[src/hw/rtl/rbp_pkg.sv]
// ----------------------------------------------------------------------------
// rbp_pkg
// shared widths, opcodes and the command record passed from front to back
// ----------------------------------------------------------------------------
package rbp_pkg;

    localparam int VALUE_W     = 32;
    localparam int COUNT_W     = 6;
    localparam int OPCODE_W    = 3;
    localparam int IN_DATA_W   = 40;   // value + bit_count, padded to bytes
    localparam int BYTE_W      = 8;
    localparam int QUOT_W      = 8;
    localparam int TOTAL_W     = 9;    // up to 63 + 255 + 1 stream bits
    localparam int MAX_BYTES   = 5;    // longest aligned run (varint)
    localparam int NBYTES_W    = 3;
    localparam int QUEUE_DEPTH = 2;
    localparam int QPTR_W      = 1;
    localparam int QCNT_W      = 2;

    localparam logic [QUOT_W-1:0] MAX_QUOTIENT = 8'd255;

    // item opcodes
    localparam logic [OPCODE_W-1:0] OP_FIXED  = 3'd0;
    localparam logic [OPCODE_W-1:0] OP_UNARY  = 3'd1;
    localparam logic [OPCODE_W-1:0] OP_RICE   = 3'd2;
    localparam logic [OPCODE_W-1:0] OP_BYTE   = 3'd3;
    localparam logic [OPCODE_W-1:0] OP_SHORT  = 3'd4;
    localparam logic [OPCODE_W-1:0] OP_VARINT = 3'd5;
    localparam logic [OPCODE_W-1:0] OP_FLUSH  = 3'd6;

    // command kinds
    localparam logic [1:0] CMD_BITS  = 2'd0;
    localparam logic [1:0] CMD_ALIGN = 2'd1;
    localparam logic [1:0] CMD_ERROR = 2'd2;

    // bit stream of a BITS command: k bits of value, q ones, then zeros up to total
    typedef struct packed {
        logic [1:0]                        kind;
        logic [VALUE_W-1:0]                value;
        logic [COUNT_W-1:0]                k;
        logic [QUOT_W-1:0]                 q;
        logic [TOTAL_W-1:0]                total;
        logic [MAX_BYTES-1:0][BYTE_W-1:0]  bytes;
        logic [NBYTES_W-1:0]               nbytes;
    } cmd_t;

endpackage

[src/hw/rtl/rbp_front.sv]
// ----------------------------------------------------------------------------
// rbp_front
// decodes an input transaction into a bit-stream, aligned-byte or error command
// ----------------------------------------------------------------------------
module rbp_front (
    input  logic                           s_tvalid,
    output logic                           s_tready,
    input  logic [rbp_pkg::IN_DATA_W-1:0]  s_tdata,
    input  logic [rbp_pkg::OPCODE_W-1:0]   s_tuser,
    output logic                           push_valid,
    input  logic                           push_ready,
    output rbp_pkg::cmd_t                  push_cmd
);
    import rbp_pkg::*;

    logic [VALUE_W-1:0]  value;
    logic [COUNT_W-1:0]  bit_count;
    logic [VALUE_W-1:0]  quot;
    logic [NBYTES_W-1:0] groups_used;
    logic [6:0]          grp [0:7];
    logic                keep;
    logic                too_big;
    cmd_t                cmd;

    always_comb
    begin
        value     = s_tdata[VALUE_W-1:0];
        bit_count = s_tdata[VALUE_W+COUNT_W-1:VALUE_W];
        quot      = (bit_count < 6'd32) ? (value >> bit_count[4:0]) : '0;

        grp[0] = value[6:0];
        grp[1] = value[13:7];
        grp[2] = value[20:14];
        grp[3] = value[27:21];
        grp[4] = {3'b000, value[31:28]};
        grp[5] = '0;
        grp[6] = '0;
        grp[7] = '0;

        if (value[31:28] != '0)
            groups_used = 3'd5;
        else if (value[27:21] != '0)
            groups_used = 3'd4;
        else if (value[20:14] != '0)
            groups_used = 3'd3;
        else if (value[13:7] != '0)
            groups_used = 3'd2;
        else
            groups_used = 3'd1;

        cmd     = '0;
        keep    = 1'b1;
        too_big = 1'b0;
        case (s_tuser)
            OP_FIXED:
            begin
                cmd.kind  = CMD_BITS;
                cmd.value = value;
                cmd.k     = bit_count;
                cmd.total = {3'b000, bit_count};
                keep      = (bit_count != '0);
            end
            OP_UNARY:
            begin
                too_big   = (value > {24'd0, MAX_QUOTIENT});
                cmd.kind  = too_big ? CMD_ERROR : CMD_BITS;
                cmd.q     = value[QUOT_W-1:0];
                cmd.total = {1'b0, value[QUOT_W-1:0]} + 9'd1;
            end
            OP_RICE:
            begin
                too_big   = (quot > {24'd0, MAX_QUOTIENT});
                cmd.kind  = too_big ? CMD_ERROR : CMD_BITS;
                cmd.value = value;
                cmd.k     = bit_count;
                cmd.q     = quot[QUOT_W-1:0];
                cmd.total = {3'b000, bit_count} + {1'b0, quot[QUOT_W-1:0]} + 9'd1;
            end
            OP_BYTE:
            begin
                cmd.kind     = CMD_ALIGN;
                cmd.bytes[0] = value[7:0];
                cmd.nbytes   = 3'd1;
            end
            OP_SHORT:
            begin
                cmd.kind     = CMD_ALIGN;
                cmd.bytes[0] = value[15:8];
                cmd.bytes[1] = value[7:0];
                cmd.nbytes   = 3'd2;
            end
            OP_VARINT:
            begin
                cmd.kind   = CMD_ALIGN;
                cmd.nbytes = groups_used;
                // highest nonzero group first, continuation on all but the last
                for (int i = 0; i < MAX_BYTES; i++)
                begin
                    if (3'(i) < groups_used)
                        cmd.bytes[i] = {(3'(i) != groups_used - 3'd1),
                                        grp[3'(groups_used - 3'(i) - 3'd1)]};
                end
            end
            OP_FLUSH:
            begin
                cmd.kind   = CMD_ALIGN;
                cmd.nbytes = '0;
            end
            default:
            begin
                keep = 1'b0;
            end
        endcase
    end

    // dropped items are taken without a push
    assign s_tready   = push_ready;
    assign push_valid = s_tvalid && keep;
    assign push_cmd   = cmd;

endmodule

[src/hw/rtl/rbp_queue.sv]
// ----------------------------------------------------------------------------
// rbp_queue
// two-entry command queue between the decode front and the packing back
// ----------------------------------------------------------------------------
module rbp_queue (
    input  logic          clk,
    input  logic          rst_n,
    input  logic          wr_valid,
    output logic          wr_ready,
    input  rbp_pkg::cmd_t wr_cmd,
    output logic          rd_valid,
    input  logic          rd_ready,
    output rbp_pkg::cmd_t rd_cmd
);
    import rbp_pkg::*;

    cmd_t              mem_reg [QUEUE_DEPTH];
    logic [QPTR_W-1:0] wr_ptr_reg, wr_ptr_next;
    logic [QPTR_W-1:0] rd_ptr_reg, rd_ptr_next;
    logic [QCNT_W-1:0] count_reg, count_next;
    logic              do_wr, do_rd;

    assign wr_ready = (count_reg != QCNT_W'(QUEUE_DEPTH));
    assign rd_valid = (count_reg != '0);
    assign rd_cmd   = mem_reg[rd_ptr_reg];
    assign do_wr    = wr_valid && wr_ready;
    assign do_rd    = rd_valid && rd_ready;

    always_comb
    begin
        wr_ptr_next = do_wr ? wr_ptr_reg + 1'b1 : wr_ptr_reg;
        rd_ptr_next = do_rd ? rd_ptr_reg + 1'b1 : rd_ptr_reg;
        count_next  = count_reg + QCNT_W'(do_wr) - QCNT_W'(do_rd);
    end

    always_ff @(posedge clk or negedge rst_n)
    begin
        if (!rst_n)
        begin
            wr_ptr_reg <= '0;
            rd_ptr_reg <= '0;
            count_reg  <= '0;
        end
        else
        begin
            wr_ptr_reg <= wr_ptr_next;
            rd_ptr_reg <= rd_ptr_next;
            count_reg  <= count_next;
        end
    end

    always_ff @(posedge clk)
    begin
        if (do_wr)
            mem_reg[wr_ptr_reg] <= wr_cmd;
    end

endmodule

[src/hw/rtl/rbp_back.sv]
// ----------------------------------------------------------------------------
// rbp_back
// runs queued commands against the partial byte and drives the output register
// ----------------------------------------------------------------------------
module rbp_back (
    input  logic                        clk,
    input  logic                        rst_n,
    input  logic                        q_valid,
    output logic                        q_ready,
    input  rbp_pkg::cmd_t               q_cmd,
    output logic                        m_tvalid,
    input  logic                        m_tready,
    output logic [rbp_pkg::BYTE_W-1:0]  m_tdata,
    output logic [0:0]                  m_tuser,
    output logic                        m_tlast
);
    import rbp_pkg::*;

    localparam logic [2:0] ST_IDLE  = 3'd0;
    localparam logic [2:0] ST_PAD   = 3'd1;
    localparam logic [2:0] ST_BITS  = 3'd2;
    localparam logic [2:0] ST_BYTES = 3'd3;
    localparam logic [2:0] ST_ERR   = 3'd4;

    logic [2:0]          state_reg, state_next;
    cmd_t                cmd_reg, cmd_next;
    logic [TOTAL_W-1:0]  off_reg, off_next;
    logic [NBYTES_W-1:0] idx_reg, idx_next;
    logic [BYTE_W-1:0]   partial_reg, partial_next;
    logic [2:0]          bitpos_reg, bitpos_next;
    logic                out_valid_reg, out_valid_next;
    logic [BYTE_W-1:0]   out_byte_reg, out_byte_next;
    logic                out_error_reg, out_error_next;
    logic                out_last_reg, out_last_next;

    logic                out_free;
    logic [3:0]          space;
    logic [TOTAL_W-1:0]  remain;
    logic [3:0]          n;
    logic [VALUE_W-1:0]  shifted;
    logic [9:0]          ones_end;
    logic [9:0]          lane_pos [0:7];
    logic [7:0]          chunk;
    logic [8:0]          mask;
    logic [BYTE_W-1:0]   merged;
    logic [TOTAL_W-1:0]  off_sum;
    logic                full;
    logic                last_byte;

    assign out_free = !out_valid_reg || m_tready;

    // up to one byte's worth of stream bits per cycle, while the output register is free
    always_comb
    begin
        space    = 4'd8 - {1'b0, bitpos_reg};
        remain   = cmd_reg.total - off_reg;
        n        = (remain < {5'b0, space}) ? remain[3:0] : space;
        shifted  = (off_reg < 9'd32) ? (cmd_reg.value >> off_reg[4:0]) : '0;
        ones_end = {4'b0, cmd_reg.k} + {2'b0, cmd_reg.q};
        for (int j = 0; j < 8; j++)
        begin
            lane_pos[j] = {1'b0, off_reg} + 10'(j);
            chunk[j]    = (lane_pos[j] < {4'b0, cmd_reg.k}) ? shifted[j]
                                                            : (lane_pos[j] < ones_end);
        end
        mask    = (9'd1 << n) - 9'd1;
        merged  = partial_reg | ((chunk & mask[7:0]) << bitpos_reg);
        off_sum = off_reg + {5'b0, n};
        full    = (n == space);
    end

    always_comb
    begin
        state_next     = state_reg;
        cmd_next       = cmd_reg;
        off_next       = off_reg;
        idx_next       = idx_reg;
        partial_next   = partial_reg;
        bitpos_next    = bitpos_reg;
        out_valid_next = out_valid_reg && !m_tready;
        out_byte_next  = out_byte_reg;
        out_error_next = out_error_reg;
        out_last_next  = out_last_reg;
        q_ready        = 1'b0;
        last_byte      = 1'b0;

        case (state_reg)
            ST_IDLE:
            begin
                q_ready = 1'b1;
                if (q_valid)
                begin
                    cmd_next = q_cmd;
                    off_next = '0;
                    idx_next = '0;
                    case (q_cmd.kind)
                        CMD_BITS:  state_next = ST_BITS;
                        CMD_ALIGN: state_next = ST_PAD;
                        default:   state_next = ST_ERR;
                    endcase
                end
            end
            ST_PAD:
            begin
                if (out_free)
                begin
                    if (bitpos_reg != '0)
                    begin
                        out_valid_next = 1'b1;
                        out_byte_next  = partial_reg;
                        out_error_next = 1'b0;
                        out_last_next  = (cmd_reg.nbytes == '0);
                    end
                    partial_next = '0;
                    bitpos_next  = '0;
                    state_next   = (cmd_reg.nbytes == '0) ? ST_IDLE : ST_BYTES;
                end
            end
            ST_BITS:
            begin
                if (out_free)
                begin
                    if (full)
                    begin
                        // no later byte closes when fewer than eight bits remain
                        out_valid_next = 1'b1;
                        out_byte_next  = merged;
                        out_error_next = 1'b0;
                        out_last_next  = ((cmd_reg.total - off_sum) < 9'd8);
                        partial_next   = '0;
                        bitpos_next    = '0;
                    end
                    else
                    begin
                        partial_next = merged;
                        bitpos_next  = bitpos_reg + n[2:0];
                    end
                    off_next = off_sum;
                    if (off_sum == cmd_reg.total)
                        state_next = ST_IDLE;
                end
            end
            ST_BYTES:
            begin
                if (out_free)
                begin
                    last_byte      = (idx_reg == cmd_reg.nbytes - 3'd1);
                    out_valid_next = 1'b1;
                    out_byte_next  = cmd_reg.bytes[idx_reg];
                    out_error_next = 1'b0;
                    out_last_next  = last_byte;
                    idx_next       = idx_reg + 3'd1;
                    if (last_byte)
                        state_next = ST_IDLE;
                end
            end
            ST_ERR:
            begin
                if (out_free)
                begin
                    out_valid_next = 1'b1;
                    out_byte_next  = '0;
                    out_error_next = 1'b1;
                    out_last_next  = 1'b1;
                    state_next     = ST_IDLE;
                end
            end
            default:
            begin
                state_next = ST_IDLE;
            end
        endcase
    end

    always_ff @(posedge clk or negedge rst_n)
    begin
        if (!rst_n)
        begin
            state_reg     <= ST_IDLE;
            off_reg       <= '0;
            idx_reg       <= '0;
            partial_reg   <= '0;
            bitpos_reg    <= '0;
            out_valid_reg <= 1'b0;
        end
        else
        begin
            state_reg     <= state_next;
            off_reg       <= off_next;
            idx_reg       <= idx_next;
            partial_reg   <= partial_next;
            bitpos_reg    <= bitpos_next;
            out_valid_reg <= out_valid_next;
        end
    end

    always_ff @(posedge clk)
    begin
        cmd_reg       <= cmd_next;
        out_byte_reg  <= out_byte_next;
        out_error_reg <= out_error_next;
        out_last_reg  <= out_last_next;
    end

    assign m_tvalid   = out_valid_reg;
    assign m_tdata    = out_byte_reg;
    assign m_tuser[0] = out_error_reg;
    assign m_tlast    = out_last_reg;

endmodule

[src/hw/rtl/rice_bit_packer.sv]
// ----------------------------------------------------------------------------
// rice_bit_packer
// packs fixed, unary, rice, byte, short and varint codes into an lsb-first
// byte stream
// ----------------------------------------------------------------------------
// usage
//   slave side: one transaction per code; tuser carries the opcode, tdata the
//   value (bits 31:0) and bit_count (bits 37:32)
//   master side: one transaction per finished byte; tuser flags a dropped
//   item (quotient over the limit), tlast marks the last byte of an item
//   items that close no byte give no master transaction at all
// an item's first byte passes the queue write, dispatch and the output register
//   before it shows on the master side; an aligned item with no open byte also
//   passes its empty pad step first
// the back end dispatches each item, then works a bit code in steps of up to one
//   byte of stream bits, an error in a single step, or an aligned item as a pad
//   step plus one step per aligned byte; it takes no new item until it is back in
//   idle, and each step waits until its single output register is free
// the two-entry command queue lets new items enter while the back end works
//   or while the receiver stalls; tready drops only once the queue is full
// reset clears the open partial byte, the queue and the output register
// ----------------------------------------------------------------------------
module rice_bit_packer (
    input  logic                           clk,
    input  logic                           rst_n,
    input  logic                           s_tvalid,
    output logic                           s_tready,
    input  logic [rbp_pkg::IN_DATA_W-1:0]  s_tdata,   // value[31:0], bit_count[37:32]
    input  logic [rbp_pkg::OPCODE_W-1:0]   s_tuser,   // opcode[2:0]
    output logic                           m_tvalid,
    input  logic                           m_tready,
    output logic [rbp_pkg::BYTE_W-1:0]     m_tdata,   // out_byte[7:0]
    output logic [0:0]                     m_tuser,   // error[0]
    output logic                           m_tlast    // last_of_run
);
    import rbp_pkg::*;

    // front to queue
    logic push_valid;
    logic push_ready;
    cmd_t push_cmd;

    // queue to back
    logic q_rd_valid;
    logic q_rd_ready;
    cmd_t q_rd_cmd;

    // decode: error check on the quotient, varint groups, drops of empty items and unknown opcodes
    rbp_front u_front (
        .s_tvalid   (s_tvalid),
        .s_tready   (s_tready),
        .s_tdata    (s_tdata),
        .s_tuser    (s_tuser),
        .push_valid (push_valid),
        .push_ready (push_ready),
        .push_cmd   (push_cmd)
    );

    // decouples decode from packing so either side can stall alone
    rbp_queue u_queue (
        .clk      (clk),
        .rst_n    (rst_n),
        .wr_valid (push_valid),
        .wr_ready (push_ready),
        .wr_cmd   (push_cmd),
        .rd_valid (q_rd_valid),
        .rd_ready (q_rd_ready),
        .rd_cmd   (q_rd_cmd)
    );

    // packing: holds the partial byte and the output register
    rbp_back u_back (
        .clk      (clk),
        .rst_n    (rst_n),
        .q_valid  (q_rd_valid),
        .q_ready  (q_rd_ready),
        .q_cmd    (q_rd_cmd),
        .m_tvalid (m_tvalid),
        .m_tready (m_tready),
        .m_tdata  (m_tdata),
        .m_tuser  (m_tuser),
        .m_tlast  (m_tlast)
    );

    // an error transaction is a single zero byte that ends its item
    a_error_result: assert property (@(posedge clk) disable iff (!rst_n)
        (m_tvalid && m_tuser[0]) |-> (m_tlast && (m_tdata == '0)))
        else $error("error transaction not a lone zero byte");

    // the slave side only stalls behind a queue that holds commands
    a_stall_needs_backlog: assert property (@(posedge clk) disable iff (!rst_n)
        !s_tready |-> q_rd_valid)
        else $error("slave stalled with an empty command queue");

    // after a push the queue holds a command for the back end next cycle
    a_push_reaches_back: assert property (@(posedge clk) disable iff (!rst_n)
        (push_valid && push_ready) |=> q_rd_valid)
        else $error("pushed command missing from queue");

endmodule
[config.mk]
export PLATFORM = sky130hd
export DESIGN_NAME = rice_bit_packer
export DESIGN_NICKNAME = d
export VERILOG_FILES = /design/src/hw/rtl/rbp_pkg.sv /design/src/hw/rtl/rbp_front.sv /design/src/hw/rtl/rbp_queue.sv /design/src/hw/rtl/rbp_back.sv /design/src/hw/rtl/rice_bit_packer.sv
export SDC_FILE = /design/constraint.sdc
export NUM_CORES = 1
export LEC_CHECK = 0
export BUFFER_PORTS_ARGS = -buffer_cell sky130_fd_sc_hd__clkbuf_2
export CORE_MARGIN = 8
export CORE_UTILIZATION = 35
export DETAILED_ROUTE_END_ITERATION = 10
export SETUP_SLACK_MARGIN = 0.05
export SLEW_MARGIN = 40
export SYNTH_ARGS = -nofsm -noshare
export SYNTH_HDL_FRONTEND = slang
export SYNTH_SLANG_ARGS = --single-unit
[constraint.sdc]
create_clock -name clk -period 13.2 [get_ports clk]
set_input_delay 1.98 -clock clk [delete_from_list [all_inputs] [get_ports clk]]
set_output_delay 1.98 -clock clk [all_outputs]
set_load 0.02 [all_outputs]
==> reports/results.txt <==
The worst hold path belongs to the class flip-flop to flip-flop. The power per cell area is 249 mW/mm², and the slew at the pin with the worst max-slew slack is 0.835 ns. Summing internal, switching and leakage power gives 6.06 mW. The later-pin clock latency in the skew report came out at 0.54 ns. After clock tree synthesis, the clock-pin slew on the worst setup and hold paths is 0.07 ns.

Dividing the detail-routed via count by the number of cells gives 5.68. Pin count of the biggest net entering global routing: 67. After synthesis, the cell types taking the most area are sky130_fd_sc_hd__edfxtp_1 (41%), sky130_fd_sc_hd__ha_1 (8.7%), sky130_fd_sc_hd__mux2_2 (5.7%). The number of different library cells used by synthesis comes to 82. The die is 267 µm tall. The clock passes through at most 3 buffers. The routability-driven placement congestion ratio is 0.914. The kind of end point of the critical path was a flip-flop. In the final layout, the share of cells above drive strength 1 is 16.5%. For the worst path required time, the log shows 13.48 ns.

The H-tree was split into 2 levels. The share of the cycle needed by the critical path after routing came out at 54.1%. The critical path in this run is classified as flip-flop to flip-flop. Each instance of the synthesized netlist takes up on average 11.4 µm².

Clock tree root driver cell: sky130_fd_sc_hd__clkbuf_16. In this run the worst path has a maximum fanout of 25. The number of antenna violations at the first check in global routing was 0. The worst slew slack as a fraction of its limit was 43.9%; the total wire length after detailed routing was 59700 µm.

Detailed placement ended at an HPWL of 42300 µm. Synthesis inferred 336 register bits. The detail-routed net length per standard cell is 21.2 µm, and the post-synthesis to final-layout area growth is 9.98%. The count of nets after finishing was 2153. The tools report the type of element launching the critical path as a flip-flop. The number of antenna diodes in the final layout is 0. The library cell with the largest summed area after synthesis was sky130_fd_sc_hd__edfxtp_1.

The most used flip-flop cell after synthesis is sky130_fd_sc_hd__edfxtp_1. Post-CTS repair changed the size of 0 cells. The top cell type by area accounts for 41.4% of the synthesized area. VDD sags by at most 0.114 mV. The floorplan step defined a die boundary enclosing 0.0715 mm². The core region is 0.0627 mm². The number of violations reported at the end of detailed-routing iteration 0 is 1510, and the total negative setup slack is 0 ns.

The first global-routing pass estimated 92600 µm of wire. The count of buffers added on input and output ports is 56. For this block, the via count after detailed routing is 16007.

Synthesis handed over a netlist of 1937 instances. Commonest non-fill, non-tap cell in the layout: sky130_fd_sc_hd__edfxtp_1. The top cell types in the final layout, fill and taps aside, are sky130_fd_sc_hd__edfxtp_1 (305), sky130_fd_sc_hd__ha_1 (154), sky130_fd_sc_hd__nand2_1 (147). Derived from the worst setup path, the maximum achievable clock frequency is 0.140 GHz. For the number of buffers inserted during clock tree synthesis, the log shows 36. TritonCTS built the clock tree.

The total setup buffers inserted after CTS is 0, and the flip-flop count of the largest register after layout is 198. The die is 267 µm wide. Global routing finished with a remaining overflow of 0. The count of max-cap constraint violations is 0, and the overall fraction of global-route tracks in use is 16.4%.

For this run, the register share of the synthesized area comes to 44.9%. Data on the critical path arrives at its endpoint at 7.42 ns. The number of global-route vias before repair is 15764.

The flow ran to the end, and the final reports show no timing, DRC or antenna violations. Setup repair after global routing left no endpoint under its margin. Between clock sinks in the finished design, the worst skew comes to 0.0188 ns.

Before antenna repair, the detailed router went through 6 iterations. The initialized floorplan defines 92 standard-cell rows. The tools report the remaining number of nets flagged by the antenna check after routing as 0. The final critical-path required period was 7.15 ns. CTS saw 336 sinks. The run gives 0 as the warning count from the yosys run.

For the final hold violation count, the log shows 0. The number of flops mapped to enable cells by yosys was 305; the number of hold buffers added after CTS was 0. The fraction of registers with async set or reset after synthesis was 9.23%. The setup-violating endpoint count in the final report was 0.

The effective utilization at floorplan was 35.2%. For this design the static power due to leakage is 9.14 nW. The tools report the number of max-slew violations in the final report as 0. For this design the top-level I/O count stands at 59.

After synthesis the cells add up to 0.0221 mm². For this run, design rule violations remaining after detail routing come to 0.
per-layer routing:
| layer | global-route usage, % | vias up | wire, µm |
|---|---|---|---|
| met4 | 5.03 | 0 | 1700 |
| met5 | 0 | - | 0 |
| met3 | 2.40 | 105 | 3800 |
| met2 | 26.1 | 608 | 27200 |
| li1 | - | 7409 | - |
| met1 | 22.8 | 7885 | 27000 |
critical path: stages, from the launching register on:
cell	delay [ns]
sky130_fd_sc_hd__dfrtp_1	0.39
sky130_fd_sc_hd__inv_2	0.44
sky130_fd_sc_hd__ha_1	0.42
sky130_fd_sc_hd__a21oi_1	0.23
sky130_fd_sc_hd__nand2_1	0.13
sky130_fd_sc_hd__xnor2_1	0.58
sky130_fd_sc_hd__inv_1	0.25
sky130_fd_sc_hd__ha_1	0.28
sky130_fd_sc_hd__a211o_1	0.24
sky130_fd_sc_hd__a2bb2oi_1	0.20
sky130_fd_sc_hd__o211a_1	0.27
sky130_fd_sc_hd__nand2_1	0.27
sky130_fd_sc_hd__o21ai_0	0.46
sky130_fd_sc_hd__ha_1	0.25
sky130_fd_sc_hd__inv_1	0.06
sky130_fd_sc_hd__fa_1	0.45
sky130_fd_sc_hd__inv_1	0.07
sky130_fd_sc_hd__a21o_1	0.11
sky130_fd_sc_hd__a21oi_1	0.13
sky130_fd_sc_hd__nor2_1	0.14
sky130_fd_sc_hd__xnor2_1	0.18
sky130_fd_sc_hd__ha_1	0.33
sky130_fd_sc_hd__a211oi_1	0.38
sky130_fd_sc_hd__xnor2_1	0.17
sky130_fd_sc_hd__nor4_1	0.07
sky130_fd_sc_hd__a22oi_1	0.25
sky130_fd_sc_hd__a2bb2oi_1	0.11
final timing paths:
| path | from | to | slack, ns | cells after the start |
|---|---|---|---|---|
| setup / recovery | u_back.off_reg[2] | u_back.m_tlast | 6.05 | 26 |
| hold / removal | u_back.partial_reg[5] | u_back.partial_reg[5] | 0.49 | 2 |
| setup reg to reg | u_back.off_reg[2] | u_back.m_tlast | 6.05 | 26 |
| hold reg to reg | u_back.partial_reg[5] | u_back.partial_reg[5] | 0.49 | 2 |
| max in group asynchronous | rst_n | u_queue.rd_ptr_reg | 11.40 | 1 |
| min in group asynchronous | rst_n | u_back.partial_reg[5] | 1.42 | 1 |
synth_stat cells, types with 5 or more instances:
master,n
sky130_fd_sc_hd__edfxtp_1,305
sky130_fd_sc_hd__a21o_1,21
sky130_fd_sc_hd__a221oi_1,5
sky130_fd_sc_hd__nor4_1,16
sky130_fd_sc_hd__buf_2,15
sky130_fd_sc_hd__nand3b_1,7
sky130_fd_sc_hd__and3_1,6
sky130_fd_sc_hd__nor2b_1,30
sky130_fd_sc_hd__buf_1,12
sky130_fd_sc_hd__mux4_2,55
sky130_fd_sc_hd__and2_1,52
sky130_fd_sc_hd__dfrtp_1,31
sky130_fd_sc_hd__o31ai_1,8
sky130_fd_sc_hd__ha_1,154
sky130_fd_sc_hd__mux4_1,10
sky130_fd_sc_hd__clkbuf_1,73
sky130_fd_sc_hd__mux2i_1,62
sky130_fd_sc_hd__o22ai_1,20
sky130_fd_sc_hd__buf_4,6
sky130_fd_sc_hd__xor2_1,27
sky130_fd_sc_hd__o21ai_0,86
sky130_fd_sc_hd__a22o_1,8
sky130_fd_sc_hd__a22oi_1,18
sky130_fd_sc_hd__a31oi_1,18
sky130_fd_sc_hd__nand4_1,18
sky130_fd_sc_hd__a211o_1,6
sky130_fd_sc_hd__nor2_1,118
sky130_fd_sc_hd__o211ai_1,19
sky130_fd_sc_hd__or4_1,8
sky130_fd_sc_hd__nor3_1,35
sky130_fd_sc_hd__inv_1,64
sky130_fd_sc_hd__or3_1,6
sky130_fd_sc_hd__a2bb2oi_1,5
sky130_fd_sc_hd__fa_1,5
sky130_fd_sc_hd__nand2_1,147
sky130_fd_sc_hd__o221ai_1,10
sky130_fd_sc_hd__xnor2_1,61
sky130_fd_sc_hd__nand3_1,38
sky130_fd_sc_hd__a21oi_1,116
sky130_fd_sc_hd__mux2_2,111
sky130_fd_sc_hd__nand2b_1,16
sky130_fd_sc_hd__a211oi_1,21
sky130_fd_sc_hd__o21a_1,12
metrics by stage:
step / hold WS [ns] / util (%) / cells / setup WS [ns] / area (µm²)
finish: 0.494 / 38.8 / 2817 / 6.05 / 24300
detailed placement: 0.481 / 37.0 / 2755 / 6.17 / 23200
floorplan: 0.450 / - / 1938 / 1.12 / 22100
CTS: 0.503 / 38.8 / 2817 / 6.12 / 24300
global placement: 0.475 / 37.0 / 2755 / 6.26 / 23200
global route: 0.540 / 38.8 / 2817 / 5.49 / 24300
power by group:
group	leakage, nW	switching (mW)	internal [mW]
Combinational	5.31	2.02	1.33
Sequential	3.31	0.187	1.59
Clock	0.521	0.417	0.528
area by class of cell:
| cell class | count | area (µm²) |
|---|---|---|
| fillers | 6042 | 38400 |
| multi-input cells | 1422 | 11500 |
| clock inverters | 20 | 174 |
| inverters | 71 | 267 |
| flip-flops and latches | 336 | 9940 |
| well taps | 846 | 1060 |
| clock buffers | 42 | 923 |
| repair buffers | 80 | 472 |
logic make-up after synthesis:
group / Yosys count / share of synthesized area (%)
other cells: 1 / 0.0170
simple gates: 511 / 11.3
mux: 239 / 15.3
compound gates: 422 / 12.4
xor+xnor: 89 / 3.59
buf+inv: 180 / 3.34
flops: 336 / 44.9
fa+ha+maj: 159 / 9.17
(Power assumes the default switching activity.)
